$ cat src/rtl/trle_pkg.sv
// Shared types and constants for the TGA RLE pixel decoder.
// Used by the stream interface, the config registers, the decode core and the top level.
package trle_pkg;

  localparam int CFG_IDX_W  = 3;
  localparam int CFG_DATA_W = 13;
  localparam int DIM_REG_W  = 13;
  localparam int COORD_W    = 12;
  localparam int PIXEL_W    = 32;
  localparam int LEN_W      = 8;

  // Register indexes of the configuration port
  localparam logic [CFG_IDX_W-1:0] CFG_RLE_MODE      = 3'd0;
  localparam logic [CFG_IDX_W-1:0] CFG_ALPHA_PRESENT = 3'd1;
  localparam logic [CFG_IDX_W-1:0] CFG_IMAGE_WIDTH   = 3'd2;
  localparam logic [CFG_IDX_W-1:0] CFG_IMAGE_HEIGHT  = 3'd3;
  localparam logic [CFG_IDX_W-1:0] CFG_DESC_BIT4     = 3'd4;
  localparam logic [CFG_IDX_W-1:0] CFG_DESC_BIT5     = 3'd5;

  // Packet header: bit 7 marks a run packet, low seven bits hold count - 1
  localparam int               HDR_RUN_BIT = 7;
  localparam logic [6:0]       HDR_COUNT_MASK = 7'h7f;
  localparam logic [PIXEL_W-1:0] PIXEL_INIT = 32'hffff_ffff;

  typedef struct packed {
    logic                 rle_mode;
    logic                 alpha_present;
    logic [DIM_REG_W-1:0] image_width;
    logic [DIM_REG_W-1:0] image_height;
    logic                 descriptor_bit4;
    logic                 descriptor_bit5;
  } cfg_t;

  typedef struct packed {
    logic [7:0] data_byte;
  } in_req_t;

  typedef struct packed {
    logic [PIXEL_W-1:0] pixel_value;
    logic [COORD_W-1:0] dest_row;
    logic [COORD_W-1:0] first_column;
    logic [LEN_W-1:0]   run_length;
    logic               descending;
    logic               run_truncated;
    logic               image_done;
  } out_req_t;

endpackage

$ cat src/rtl/trle_stream_if.sv
// Valid/ready stream interface carrying one request payload.
// Payload type comes from trle_pkg.
interface trle_stream_if #(
  parameter type payload_t = trle_pkg::in_req_t
) ();
  logic     valid;
  logic     ready;
  payload_t payload;

  modport source (output valid, output payload, input ready);
  modport sink   (input valid, input payload, output ready);
endinterface

$ cat src/rtl/trle_cfg_regs.sv
// Configuration register file of the TGA RLE pixel decoder.
// Depends on trle_pkg for register indexes and the cfg_t struct.
module trle_cfg_regs (
  input  logic                                clk_i,
  input  logic                                rst_ni,
  input  logic                                cfg_we_i,
  input  logic [trle_pkg::CFG_IDX_W-1:0]      cfg_idx_i,
  input  logic [trle_pkg::CFG_DATA_W-1:0]     cfg_data_i,
  output trle_pkg::cfg_t                      cfg_o
);

  trle_pkg::cfg_t cfg_q, cfg_d;

  always_comb begin
    cfg_d = cfg_q;
    if (cfg_we_i) begin
      case (cfg_idx_i)
        trle_pkg::CFG_RLE_MODE:      cfg_d.rle_mode        = cfg_data_i[0];
        trle_pkg::CFG_ALPHA_PRESENT: cfg_d.alpha_present   = cfg_data_i[0];
        trle_pkg::CFG_IMAGE_WIDTH:   cfg_d.image_width     = cfg_data_i;
        trle_pkg::CFG_IMAGE_HEIGHT:  cfg_d.image_height    = cfg_data_i;
        trle_pkg::CFG_DESC_BIT4:     cfg_d.descriptor_bit4 = cfg_data_i[0];
        trle_pkg::CFG_DESC_BIT5:     cfg_d.descriptor_bit5 = cfg_data_i[0];
        default: ;
      endcase
    end
  end

  always_ff @(posedge clk_i or negedge rst_ni) begin
    if (!rst_ni) begin
      cfg_q.rle_mode        <= 1'b0;
      cfg_q.alpha_present   <= 1'b0;
      cfg_q.image_width     <= trle_pkg::DIM_REG_W'(1);
      cfg_q.image_height    <= trle_pkg::DIM_REG_W'(1);
      cfg_q.descriptor_bit4 <= 1'b0;
      cfg_q.descriptor_bit5 <= 1'b0;
    end else begin
      cfg_q <= cfg_d;
    end
  end

  assign cfg_o = cfg_q;

endmodule

$ cat src/rtl/trle_core.sv
// Byte decode core: packet, pixel and position state plus the one-byte step logic.
// Depends on trle_pkg for cfg_t, out_req_t and header constants.
module trle_core #(
  parameter int MAX_DIMENSION = 4096
) (
  input  logic                clk_i,
  input  logic                rst_ni,
  input  trle_pkg::cfg_t      cfg_i,
  input  logic                fire_i,
  input  logic [7:0]          byte_i,
  output logic                res_valid_o,
  output trle_pkg::out_req_t  res_o
);

  localparam int CNT_W = $clog2(MAX_DIMENSION + 1);
  localparam int CW    = (CNT_W > trle_pkg::DIM_REG_W) ? CNT_W : trle_pkg::DIM_REG_W;
  localparam logic [CW-1:0] MAX_DIM = CW'(MAX_DIMENSION);

  function automatic logic [CW-1:0] clamp_dim(logic [trle_pkg::DIM_REG_W-1:0] v);
    logic [CW-1:0] e;
    e = CW'(v);
    if (v == '0) clamp_dim = CW'(1);
    else if (e > MAX_DIM) clamp_dim = MAX_DIM;
    else clamp_dim = e;
  endfunction

  logic [trle_pkg::PIXEL_W-1:0] acc_q, acc_d, acc_new;
  logic [1:0]                   bip_q, bip_d, last_byte;
  logic [trle_pkg::LEN_W-1:0]   rem_q, rem_d, rem_dec;
  logic                         is_run_q, is_run_d;
  logic [CW-1:0]                col_q, col_d, row_q, row_d;
  logic                         fin_q, fin_d;

  logic [CW-1:0] w, h, left, len_ext, row0, rowv, colv, row_inc;
  logic          trunc, done;

  assign w         = clamp_dim(cfg_i.image_width);
  assign h         = clamp_dim(cfg_i.image_height);
  assign last_byte = cfg_i.alpha_present ? 2'd3 : 2'd2;
  assign row_inc   = row_q + CW'(1);

  always_comb begin
    acc_new = acc_q;
    acc_new[{bip_q, 3'b000} +: 8] = byte_i;
  end

  always_comb begin
    acc_d    = acc_q;
    bip_d    = bip_q;
    rem_d    = rem_q;
    is_run_d = is_run_q;
    col_d    = col_q;
    row_d    = row_q;
    fin_d    = fin_q;
    rem_dec  = rem_q - 8'd1;
    left     = (col_q < w) ? (w - col_q) : CW'(1);
    trunc    = 1'b0;
    done     = 1'b0;
    len_ext  = CW'(1);
    row0     = cfg_i.descriptor_bit4 ? row_q : (h - CW'(1) - row_q);
    rowv     = cfg_i.descriptor_bit5 ? (h - CW'(1) - row0) : row0;
    if (col_q >= w) colv = cfg_i.descriptor_bit4 ? '0 : col_q;
    else colv = cfg_i.descriptor_bit4 ? (w - CW'(1) - col_q) : col_q;
    res_valid_o = 1'b0;

    if (fire_i && !fin_q) begin
      if (row_q >= h) begin
        fin_d = 1'b1;
      end else if (cfg_i.rle_mode && rem_q == '0) begin
        // packet header
        is_run_d = byte_i[trle_pkg::HDR_RUN_BIT];
        rem_d    = {1'b0, byte_i[6:0] & trle_pkg::HDR_COUNT_MASK} + 8'd1;
        bip_d    = '0;
        acc_d    = trle_pkg::PIXEL_INIT;
      end else if (bip_q < last_byte) begin
        acc_d = acc_new;
        bip_d = bip_q + 2'd1;
      end else begin
        if (cfg_i.rle_mode && is_run_q) begin
          len_ext = CW'(rem_q);
          if (len_ext > left) begin
            len_ext = left;
            trunc   = 1'b1;
          end
          rem_d = '0;
        end else if (cfg_i.rle_mode) begin
          rem_d = rem_dec;
          // raw packet hitting the row end is cut there
          if (left == CW'(1) && rem_dec != '0) begin
            trunc = 1'b1;
            rem_d = '0;
          end
        end
        if (len_ext >= left) begin
          col_d = '0;
          row_d = row_inc;
          if (row_inc >= h) begin
            fin_d = 1'b1;
            done  = 1'b1;
          end
        end else begin
          col_d = col_q + len_ext;
        end
        acc_d       = trle_pkg::PIXEL_INIT;
        bip_d       = '0;
        res_valid_o = 1'b1;
      end
    end
  end

  always_comb begin
    res_o.pixel_value   = acc_new;
    res_o.dest_row      = rowv[trle_pkg::COORD_W-1:0];
    res_o.first_column  = colv[trle_pkg::COORD_W-1:0];
    res_o.run_length    = len_ext[trle_pkg::LEN_W-1:0];
    res_o.descending    = cfg_i.descriptor_bit4;
    res_o.run_truncated = trunc;
    res_o.image_done    = done;
  end

  always_ff @(posedge clk_i or negedge rst_ni) begin
    if (!rst_ni) begin
      acc_q    <= trle_pkg::PIXEL_INIT;
      bip_q    <= '0;
      rem_q    <= '0;
      is_run_q <= 1'b0;
      col_q    <= '0;
      row_q    <= '0;
      fin_q    <= 1'b0;
    end else begin
      acc_q    <= acc_d;
      bip_q    <= bip_d;
      rem_q    <= rem_d;
      is_run_q <= is_run_d;
      col_q    <= col_d;
      row_q    <= row_d;
      fin_q    <= fin_d;
    end
  end

endmodule

$ cat src/rtl/tga_rle_pixel_decoder_top.sv
// TGA truecolor pixel-data decoder (image types 2 and 10), top level.
// Depends on trle_pkg, trle_stream_if, trle_cfg_regs and trle_core.
//
// Usage: software parses and skips the TGA header, programs the six config
// registers while the block is idle, then streams the pixel-data bytes (packet
// headers included) one per input request. The block takes one byte per clock
// cycle while the result register can move: a byte lands in an input register,
// then, once the result register can move, the decode core updates its
// packet/pixel/position counters and, when a pixel or a run packet completes,
// loads one output request into the result register. A result is registered:
// the byte completing it passes the input register, then the result register.
// Each result is a run: pixel value (alpha forced to 0xff for 24-bit pixels),
// final row and first column with both orientation flips already applied,
// length 1..128, direction, a flag for a packet cut at the row end, and a flag
// on the image's last pixel. Bytes after the last pixel are swallowed until
// reset. Both sides stall independently; the input register takes a byte while
// it is empty or while the result register can move on that cycle.
module tga_rle_pixel_decoder_top #(
  parameter int MAX_DIMENSION = 4096
) (
  input  logic                            clk_i,
  input  logic                            rst_ni,
  trle_stream_if.sink                     in_i,
  trle_stream_if.source                   out_o,
  input  logic                            cfg_we_i,
  input  logic [trle_pkg::CFG_IDX_W-1:0]  cfg_idx_i,
  input  logic [trle_pkg::CFG_DATA_W-1:0] cfg_data_i
);

  trle_pkg::cfg_t     cfg;
  trle_pkg::out_req_t res;
  logic               res_valid;

  // input register
  logic       s1_valid_q, s1_valid_d;
  logic [7:0] s1_byte_q;
  // result register
  logic               out_valid_q, out_valid_d;
  trle_pkg::out_req_t out_q;

  logic out_free, s1_fire, in_acc;

  trle_cfg_regs u_cfg (
    .clk_i      (clk_i),
    .rst_ni     (rst_ni),
    .cfg_we_i   (cfg_we_i),
    .cfg_idx_i  (cfg_idx_i),
    .cfg_data_i (cfg_data_i),
    .cfg_o      (cfg)
  );

  trle_core #(
    .MAX_DIMENSION (MAX_DIMENSION)
  ) u_core (
    .clk_i       (clk_i),
    .rst_ni      (rst_ni),
    .cfg_i       (cfg),
    .fire_i      (s1_fire),
    .byte_i      (s1_byte_q),
    .res_valid_o (res_valid),
    .res_o       (res)
  );

  // Result register can take a new request when empty or being drained.
  assign out_free   = !out_valid_q || out_o.ready;
  assign s1_fire    = s1_valid_q && out_free;
  assign in_i.ready = !s1_valid_q || out_free;
  assign in_acc     = in_i.valid && in_i.ready;

  always_comb begin
    s1_valid_d  = in_acc || (s1_valid_q && !s1_fire);
    out_valid_d = out_free ? (s1_fire && res_valid) : out_valid_q;
  end

  always_ff @(posedge clk_i or negedge rst_ni) begin
    if (!rst_ni) begin
      s1_valid_q  <= 1'b0;
      out_valid_q <= 1'b0;
    end else begin
      s1_valid_q  <= s1_valid_d;
      out_valid_q <= out_valid_d;
    end
  end

  always_ff @(posedge clk_i) begin
    if (in_acc) begin
      s1_byte_q <= in_i.payload.data_byte;
    end
    if (s1_fire && res_valid) begin
      out_q <= res;
    end
  end

  assign out_o.valid   = out_valid_q;
  assign out_o.payload = out_q;

endmodule
$ cat src/flat_wrapper.sv
// flat-port wrapper written by rule: the top's interface ports become plain ports
module tga_rle_pixel_decoder_top_flat 
#(
  parameter int MAX_DIMENSION = 4096
)
  (clk_i, rst_ni, cfg_we_i, cfg_idx_i, cfg_data_i, in_i_valid, in_i_payload, in_i_ready, out_o_valid, out_o_payload, out_o_ready);
  trle_stream_if in_i_i ();
  trle_stream_if out_o_i ();
  input  logic clk_i;
  input  logic rst_ni;
  input  logic cfg_we_i;
  input  logic [trle_pkg::CFG_IDX_W-1:0] cfg_idx_i;
  input  logic [trle_pkg::CFG_DATA_W-1:0] cfg_data_i;
  input wire logic [$bits(in_i_i.valid)-1:0] in_i_valid;
  input wire logic [$bits(in_i_i.payload)-1:0] in_i_payload;
  output wire logic [$bits(in_i_i.ready)-1:0] in_i_ready;
  output wire logic [$bits(out_o_i.valid)-1:0] out_o_valid;
  output wire logic [$bits(out_o_i.payload)-1:0] out_o_payload;
  input wire logic [$bits(out_o_i.ready)-1:0] out_o_ready;
  assign in_i_i.valid = in_i_valid;
  assign in_i_i.payload = in_i_payload;
  assign in_i_ready = in_i_i.ready;
  assign out_o_valid = out_o_i.valid;
  assign out_o_payload = out_o_i.payload;
  assign out_o_i.ready = out_o_ready;
  tga_rle_pixel_decoder_top #(.MAX_DIMENSION(MAX_DIMENSION)) u_core (.clk_i(clk_i), .rst_ni(rst_ni), .in_i(in_i_i), .out_o(out_o_i), .cfg_we_i(cfg_we_i), .cfg_idx_i(cfg_idx_i), .cfg_data_i(cfg_data_i));
endmodule
$ cat config.mk
export PLATFORM = sky130hd
export DESIGN_NAME = tga_rle_pixel_decoder_top_flat
export DESIGN_NICKNAME = d
export VERILOG_FILES = /design/src/rtl/trle_pkg.sv /design/src/rtl/trle_stream_if.sv /design/src/rtl/trle_cfg_regs.sv /design/src/rtl/trle_core.sv /design/src/rtl/tga_rle_pixel_decoder_top.sv /design/src/flat_wrapper.sv
export SDC_FILE = /design/constraint.sdc
export NUM_CORES = 1
export LEC_CHECK = 0
export BUFFER_PORTS_ARGS = -buffer_cell sky130_fd_sc_hd__buf_2
export CORE_MARGIN = 10
export CORE_UTILIZATION = 40
export CTS_CLUSTER_DIAMETER = 60
export DETAILED_ROUTE_END_ITERATION = 10
export RECOVER_POWER = 100
export SLEW_MARGIN = 0
export SYNTH_ARGS = -nofsm -noshare
export SYNTH_HDL_FRONTEND = slang
export SYNTH_SLANG_ARGS = --single-unit
$ cat constraint.sdc
create_clock -name clk_i -period 7.4 [get_ports clk_i]
set_input_delay 1.11 -clock clk_i [delete_from_list [all_inputs] [get_ports clk_i]]
set_output_delay 1.11 -clock clk_i [all_outputs]
set_load 0.03 [all_outputs]
==> Yosys cells after proc, flatten, opt, wreduce, memory -nomap -nowiden <==
Index checks and enable logic that the tools add are counted.
{ "totals": {"register_bits": 85, "in_bits": 29, "out_inout_bits": 10, "word_cells": 115} }
{ "classes": {"n_addsub": 6, "order_cmp": 8, "n_eq_ne": 8, "n_mux": 34, "n_bitwise": 5, "reduce_logical": 36} }
{ "op_table": {"columns": ["operator", "count"], "rows": [
  ["$mux 13", 12],
  ["$mux 8", 5],
  ["$ge 13x13->1", 3],
  ["$gt 13x13->1 const B", 2],
  ["$logic_not 13->1", 2],
  ["$mux 1", 15],
  ["$add 13x1->13 const B", 1],
  ["$add 13x13->13", 1],
  ["$eq 13x1->1 const B", 1],
  ["$gt 8x13->1", 1],
  ["$lt 13x13->1", 1],
  ["$sub 13x13->13", 1],
  ["$reduce_and 2->1", 6],
  ["$reduce_and 5->1", 2],
  ["$add 7x1->8 const B", 1],
  ["$logic_and 1x1->1", 8],
  ["$logic_not 8->1", 1],
  ["$reduce_and 4->1", 2],
  ["$reduce_bool 8->1", 1],
  ["$sub 8x1->8 const B", 1],
  ["$eq 3x2->1 const B", 2],
  ["$ne 2x2->1 const B", 3],
  ["$not 1->1", 5],
  ["$reduce_or 5->1", 1],
  ["other kinds (12)", 19]
]} }

==> Longest topological paths before layout <==
{ "logic_depth": {"ltp_word": 17, "ltp_mapped": 33, "mapped_depth_nobuf": 32} }

==> Cells and area by module <==
A second synthesis with hierarchy kept.
{ "unflattened": {"cells_unflattened": 1164, "area_unflattened_um2": 10108.4} }
{ "modules_own_cells": {"columns": ["module", "n_inst", "cells_each", "area_each_um2", "seq_area_each_um2"], "rows": [
  ["trle_core", 1, 1070, 8291.7, 1791.7],
  ["trle_cfg_regs", 1, 68, 1224.9, 753.2],
  ["tga_rle_pixel_decoder_top", 1, 26, 591.8, 530.5]
]} }

==> Worst setup path before layout <==
No wires, ideal clock.
{ "synth_path": {"kind": "register to register", "start": "reg u_core.u_cfg.cfg_q (netlist bit u_core.u_cfg.cfg_o[23])", "end": "reg u_core.u_core.col_q[12]", "setup_ps": 95, "t_arrival_ps": 6843, "required_ps": 7305, "setup_slack_ps": 462, "path_stages_with_launch": 34, "path_buffers": 1, "synth_period_minus_slack_ps": 6938, "cell_sequence": "dfrtp_1 nor4_1 a31oi_1 or2_2 ha_1 nand2b_1 a211oi_1 o21ai_0 o211a_1 a21oi_1 clkbuf_1 inv_1 nor2_1 inv_1 ha_1 o21a_1 o21a_1 o21ai_0 nand2_1 o2111ai_1 a221oi_4 mux2i_1 nand3_1 ha_1 fa_1 a21oi_1 o21bai_1 a2111oi_0 nor3_1 or3_1 o211ai_1 nor2b_1 o21ai_0 o31ai_1"} }
{ "synth_between": {"elab_chain_len": 14, "elab_cells_between_ends": 17, "classes_between": "2 x add/sub; 4 x order compare; 10 x mux; 1 x reduce/logical"} }
{ "synth_lines": {"columns": ["element", "line", "rtl"], "rows": [
  ["start: declaration", "trle_cfg_regs.sv:12", "trle_pkg::cfg_t cfg_q, cfg_d;"],
  ["start signal: assignment", "trle_cfg_regs.sv:38", "cfg_q <= cfg_d;"],
  ["$gt 13x13->1", "trle_core.sv:23", "else if (e > MAX_DIM) clamp_dim = MAX_DIM;"],
  ["$mux 13", "trle_core.sv:23", null],
  ["$mux 13 (*)", "trle_core.sv:22", "if (v == '0) clamp_dim = CW'(1);"],
  ["$sub 13x13->13 or $lt 13x13->1 (tied branches)", "trle_core.sv:56", "left = (col_q < w) ? (w - col_q) : CW'(1);"],
  ["$mux 13 (*)", "trle_core.sv:56", null],
  ["$gt 8x13->1", "trle_core.sv:81", "if (len_ext > left) begin"],
  ["$mux 13", "trle_core.sv:81", null],
  ["$mux 13", "trle_core.sv:79", "if (cfg_i.rle_mode && is_run_q) begin"],
  ["$mux 13", "trle_core.sv:75", "end else if (bip_q < last_byte) begin"],
  ["$mux 13", "trle_core.sv:69", "end else if (cfg_i.rle_mode && rem_q == '0) begin"],
  ["$mux 13", "trle_core.sv:67", "if (row_q >= h) begin"],
  ["$mux 13", "trle_core.sv:66", "if (fire_i && !fin_q) begin"],
  ["$add 13x13->13 or $ge 13x13->1 (tied branches)", "trle_core.sv:102, trle_core.sv:94", null],
  ["$mux 13 (*)", "trle_core.sv:94", "if (len_ext >= left) begin"],
  ["end signal: assignment", "trle_core.sv:135", "col_q <= col_d;"],
  ["end: declaration", "trle_core.sv:31", "logic [CW-1:0] col_q, col_d, row_q, row_d;"]
]} }
Every way passes the cells marked *; elsewhere a longest branch is shown, timed or not. The select of a mux whose other input is x is not followed.
A chain may end at the register's enable or synchronous reset.

==> Final worst setup path <==
{ "layout_path": {"start": "reg u_core.u_cfg.cfg_q (netlist bit u_core.u_cfg.cfg_o[26])", "end": "reg u_core.u_core.col_q[10]"} }
The elaborated chain is that of the path after synthesis.

==> results.sh <==
export IMPL_fin_crit_sh_pct=91.3
export IMPL_avgSynthCellArea_um2=9.54
export IMPL_hp_class="register to register"
export IMPL_die_w_um=146
export IMPL_via_count=5153
export IMPL_fmax_mhz=148
export IMPL_wl_per_cell_um=17.2
export IMPL_critPathLaunchType="register"
export IMPL_vias_per_cell=5.48
export IMPL_nets=828
export IMPL_cp_end_kind="register"
export IMPL_grt_pass1_wl_um=27000
export IMPL_synth_edf_count=16
export IMPL_p_sw_share_pct=43.6
export IMPL_drtIter0Drc=350
export IMPL_numCtsBuffers=9
export IMPL_crit_fanout=13
export IMPL_p_clk_share_pct=17.4
export IMPL_p_seq_share_pct=24.8
export IMPL_layout_min_cycle_time_ns=6.76
export IMPL_grt_total_usage_pct=15.3
export IMPL_grt_pass1_vias=5288
export IMPL_p_comb_share_pct=57.8
export IMPL_maxSlewViolCount=70
export IMPL_status="complete, but fails checks"
export IMPL_setup_viol=0
export IMPL_die_y_um=146
export IMPL_dieArea_um2=21400
export IMPL_p_sw_w=0.00123
export IMPL_numClockSinks=85
export IMPL_leakage_nw=3.26
export IMPL_violations="max-capacitance violations, max-slew violations"
export IMPL_place_hpwl_um=12900
export IMPL_portBuffers=38
export IMPL_yosys_area_top_type="dfrtp_1"
export IMPL_rsz0062_at_grt="no"
export IMPL_path_class="register to register"
export IMPL_final_core_util_pct=45.7
export IMPL_fp_row_count=46
export IMPL_netlist_area_leader_share_pct=26.3
export IMPL_synth_seq_cells=85
export IMPL_worstPathArrival_ns=7.01
export IMPL_hold_ws_ns=0.447
export IMPL_cts_tree="done"
export IMPL_yosysSeqAreaShare_pct=34.6
export IMPL_final_design_area_no_fill_um2=7200
export IMPL_clk_latency_ns=0.35
export IMPL_grt_max_degree=70
export IMPL_hold_viol_final=0
export IMPL_initial_core_util_pct=40.5
export IMPL_synth_area_um2=6380
export IMPL_overflow=0
export IMPL_netlist_instances=669
export IMPL_root_buffer="clkbuf_16"
export IMPL_cts_htree_levels=3
export IMPL_async_flop_share_pct=81.2
export IMPL_slowest_delay_ns=0.45
export IMPL_dpl_cell_area_um2=6880
export IMPL_regArea_um2=2210
export IMPL_skew_ns=0.00393
export IMPL_drc=0
export IMPL_layout_common_cells="77 x ha_1, 67 x dfrtp_1, 51 x nand2_1"
export IMPL_cp_required_ns=7.65
export IMPL_worstMarginPinSlew_ns=3.82
export IMPL_fill_cells=1540
export IMPL_p_int_w=0.00159
export IMPL_multi_input_area_um2=4030
export IMPL_ctsLongestPathBuffers=2
export IMPL_postRouteAntennaNets=0
export IMPL_gp_congestion=0.905
export IMPL_antenna_found_initial=0
export IMPL_max_slew_margin_pct=-155
export IMPL_syn2layout_area_growth_pct=12.9
export IMPL_io_pins=39
export IMPL_ys_types=63
export IMPL_synth_warnings=0
export IMPL_irDropWorstVdd_mv=0.163
export IMPL_synth_area_leaders="dfrtp_1 26%, ha_1 15%, edfxtp_1 7.5%"
export IMPL_ctsHoldBuffers=0
export IMPL_antenna_cells=0
export IMPL_drv_cap=1
export IMPL_r2r_slack_ns=0.64
export IMPL_drive_gt1_share_pct=13.0
export IMPL_finalWirelength_um=16200
export IMPL_finalSetupTns_ns=0
export IMPL_first_pass_iters=5
export IMPL_final_common_cell="ha_1"
export IMPL_critPathSlowestCell="a221oi_4"
export IMPL_ys_flop_type="dfrtp_1"
export IMPL_clk_pin_slew_worst_paths_ns=0.06
export IMPL_core_area_um2=15800
export IMPL_power_density_nw_per_um2=391
-- flip-flops by register name, summed over array words and instances, names as in the netlist --
register / cells
u_core.out_o.payload: 8
u_core.out_o.valid: 1
u_core.s1_byte_q: 8
u_core.s1_valid_q: 1
u_core.u_cfg.cfg_o: 29
u_core.u_core.bip_q: 2
u_core.u_core.col_q: 13
u_core.u_core.fin_q: 1
u_core.u_core.is_run_q: 1
u_core.u_core.rem_q: 8
u_core.u_core.row_q: 13
-- timing repair --
item / in CTS / in global routing
setup endpoints to repair: 0 / 15
resized for setup: 0 / 6
setup buffers: 0 / 2
-- routing by layer --
metal  global-route usage (%)  part of all wire (%)  vias up
met4                     4.85                   1.6        0
met2                     27.0                    51       96
met1                     18.2                    44     2488
met5                        0                     0        -
li1                         -                     -     2544
met3                     3.09                   3.6       25
-- cells by family (layout without fill, tap and decap cells) --
| logic type | Yosys count | after routing | share of synthesized area [%] |
|---|---|---|---|
| xor gates and xnor gates | 45 | 45 | 6.18 |
| other | 1 | 9 | 0.0588 |
| buffers and inverters | 49 | 97 | 2.92 |
| adders and majority gates | 79 | 79 | 15.7 |
| and+or+nand+nor | 228 | 228 | 18.5 |
| DFF | 85 | 85 | 34.6 |
| muxes | 41 | 41 | 7.08 |
| AOI/OAI and AO/OA | 141 | 141 | 14.9 |
-- area by class of cell --
class | count | share of cell area [%]
multi-input combinational | 543 | 56.0
sequential | 85 | 30.7
tap | 216 | 3.75
timing repair buffer | 47 | 3.44
clock buffer | 9 | 3.13
inverter | 34 | 1.77
clock inverter | 7 | 1.23
-- worst paths after layout --
kind	from	endpoint	cells after the start
setup / recovery	u_core.u_cfg.cfg_o[26]$_DFFE_PN0P_	u_core.u_core.col_q[10]$_DFFE_PN0P_	32
hold / removal	u_core.u_cfg.cfg_o[1]$_DFFE_PN0P_	u_core.out_o.payload[2]$_DFFE_PP_	0
setup reg to reg	u_core.u_cfg.cfg_o[26]$_DFFE_PN0P_	u_core.u_core.col_q[10]$_DFFE_PN0P_	32
hold reg to reg	u_core.u_cfg.cfg_o[1]$_DFFE_PN0P_	u_core.out_o.payload[2]$_DFFE_PP_	0
max in group asynchronous	rst_ni	u_core.u_cfg.cfg_o[9]$_DFFE_PN0P_	2
min in group asynchronous	rst_ni	u_core.s1_valid_q$_DFF_PN0_	2
-- power groups by stage --
stage | Combinational, W | Clock (W) | Sequential, W
6_report | 0.00163 | 0.000490 | 0.000697
5_1_grt | 0.00182 | 0.000525 | 0.000711
4_1_cts | 0.00160 | 0.000505 | 0.000695
3_5_place_dp | 0.00160 | 0 | 0.000702
3_3_place_gp | 0.00156 | 0 | 0.000696
2_1_floorplan | 0.00119 | 0 | 0.000682
-- cell usage after synthesis, types with 10 or more instances --
| cell type | instances |
|---|---|
| nor2b_1 | 22 |
| nand4_1 | 11 |
| inv_1 | 34 |
| a21o_1 | 15 |
| nand2b_1 | 22 |
| o21ai_0 | 21 |
| nand3_1 | 20 |
| or3_1 | 10 |
| xnor2_1 | 25 |
| nor3_1 | 10 |
| xor2_1 | 20 |
| o22ai_1 | 14 |
| nand2_1 | 51 |
| edfxtp_1 | 16 |
| dfrtp_1 | 67 |
| a21oi_1 | 34 |
| mux2_2 | 33 |
| nor2_1 | 44 |
| ha_1 | 77 |
-- critical path, delay by kind of cell, from the launching register on --
family / cells / cell delay (ns)
AO/OA/AOI/OAI: 17 / 2.99
adder cells (fa/ha/maj): 3 / 0.78
buffers and inverters: 4 / 0.59
flip-flops: 1 / 0.40
multiplexers: 1 / 0.35
AND/OR/NAND/NOR: 7 / 1.54
-- metrics by stage --
step / total power [W] / setup WS (ns) / std cells
detailed placement: 0.00230 / 0.291 / 923
CTS: 0.00280 / 0.221 / 939
floorplan: 0.00188 / 0.462 / 677
global route: 0.00306 / 0.0492 / 941
global placement: 0.00226 / 0.424 / 923
finish: 0.00281 / 0.641 / 941
Power figures use the tool's default switching activity.
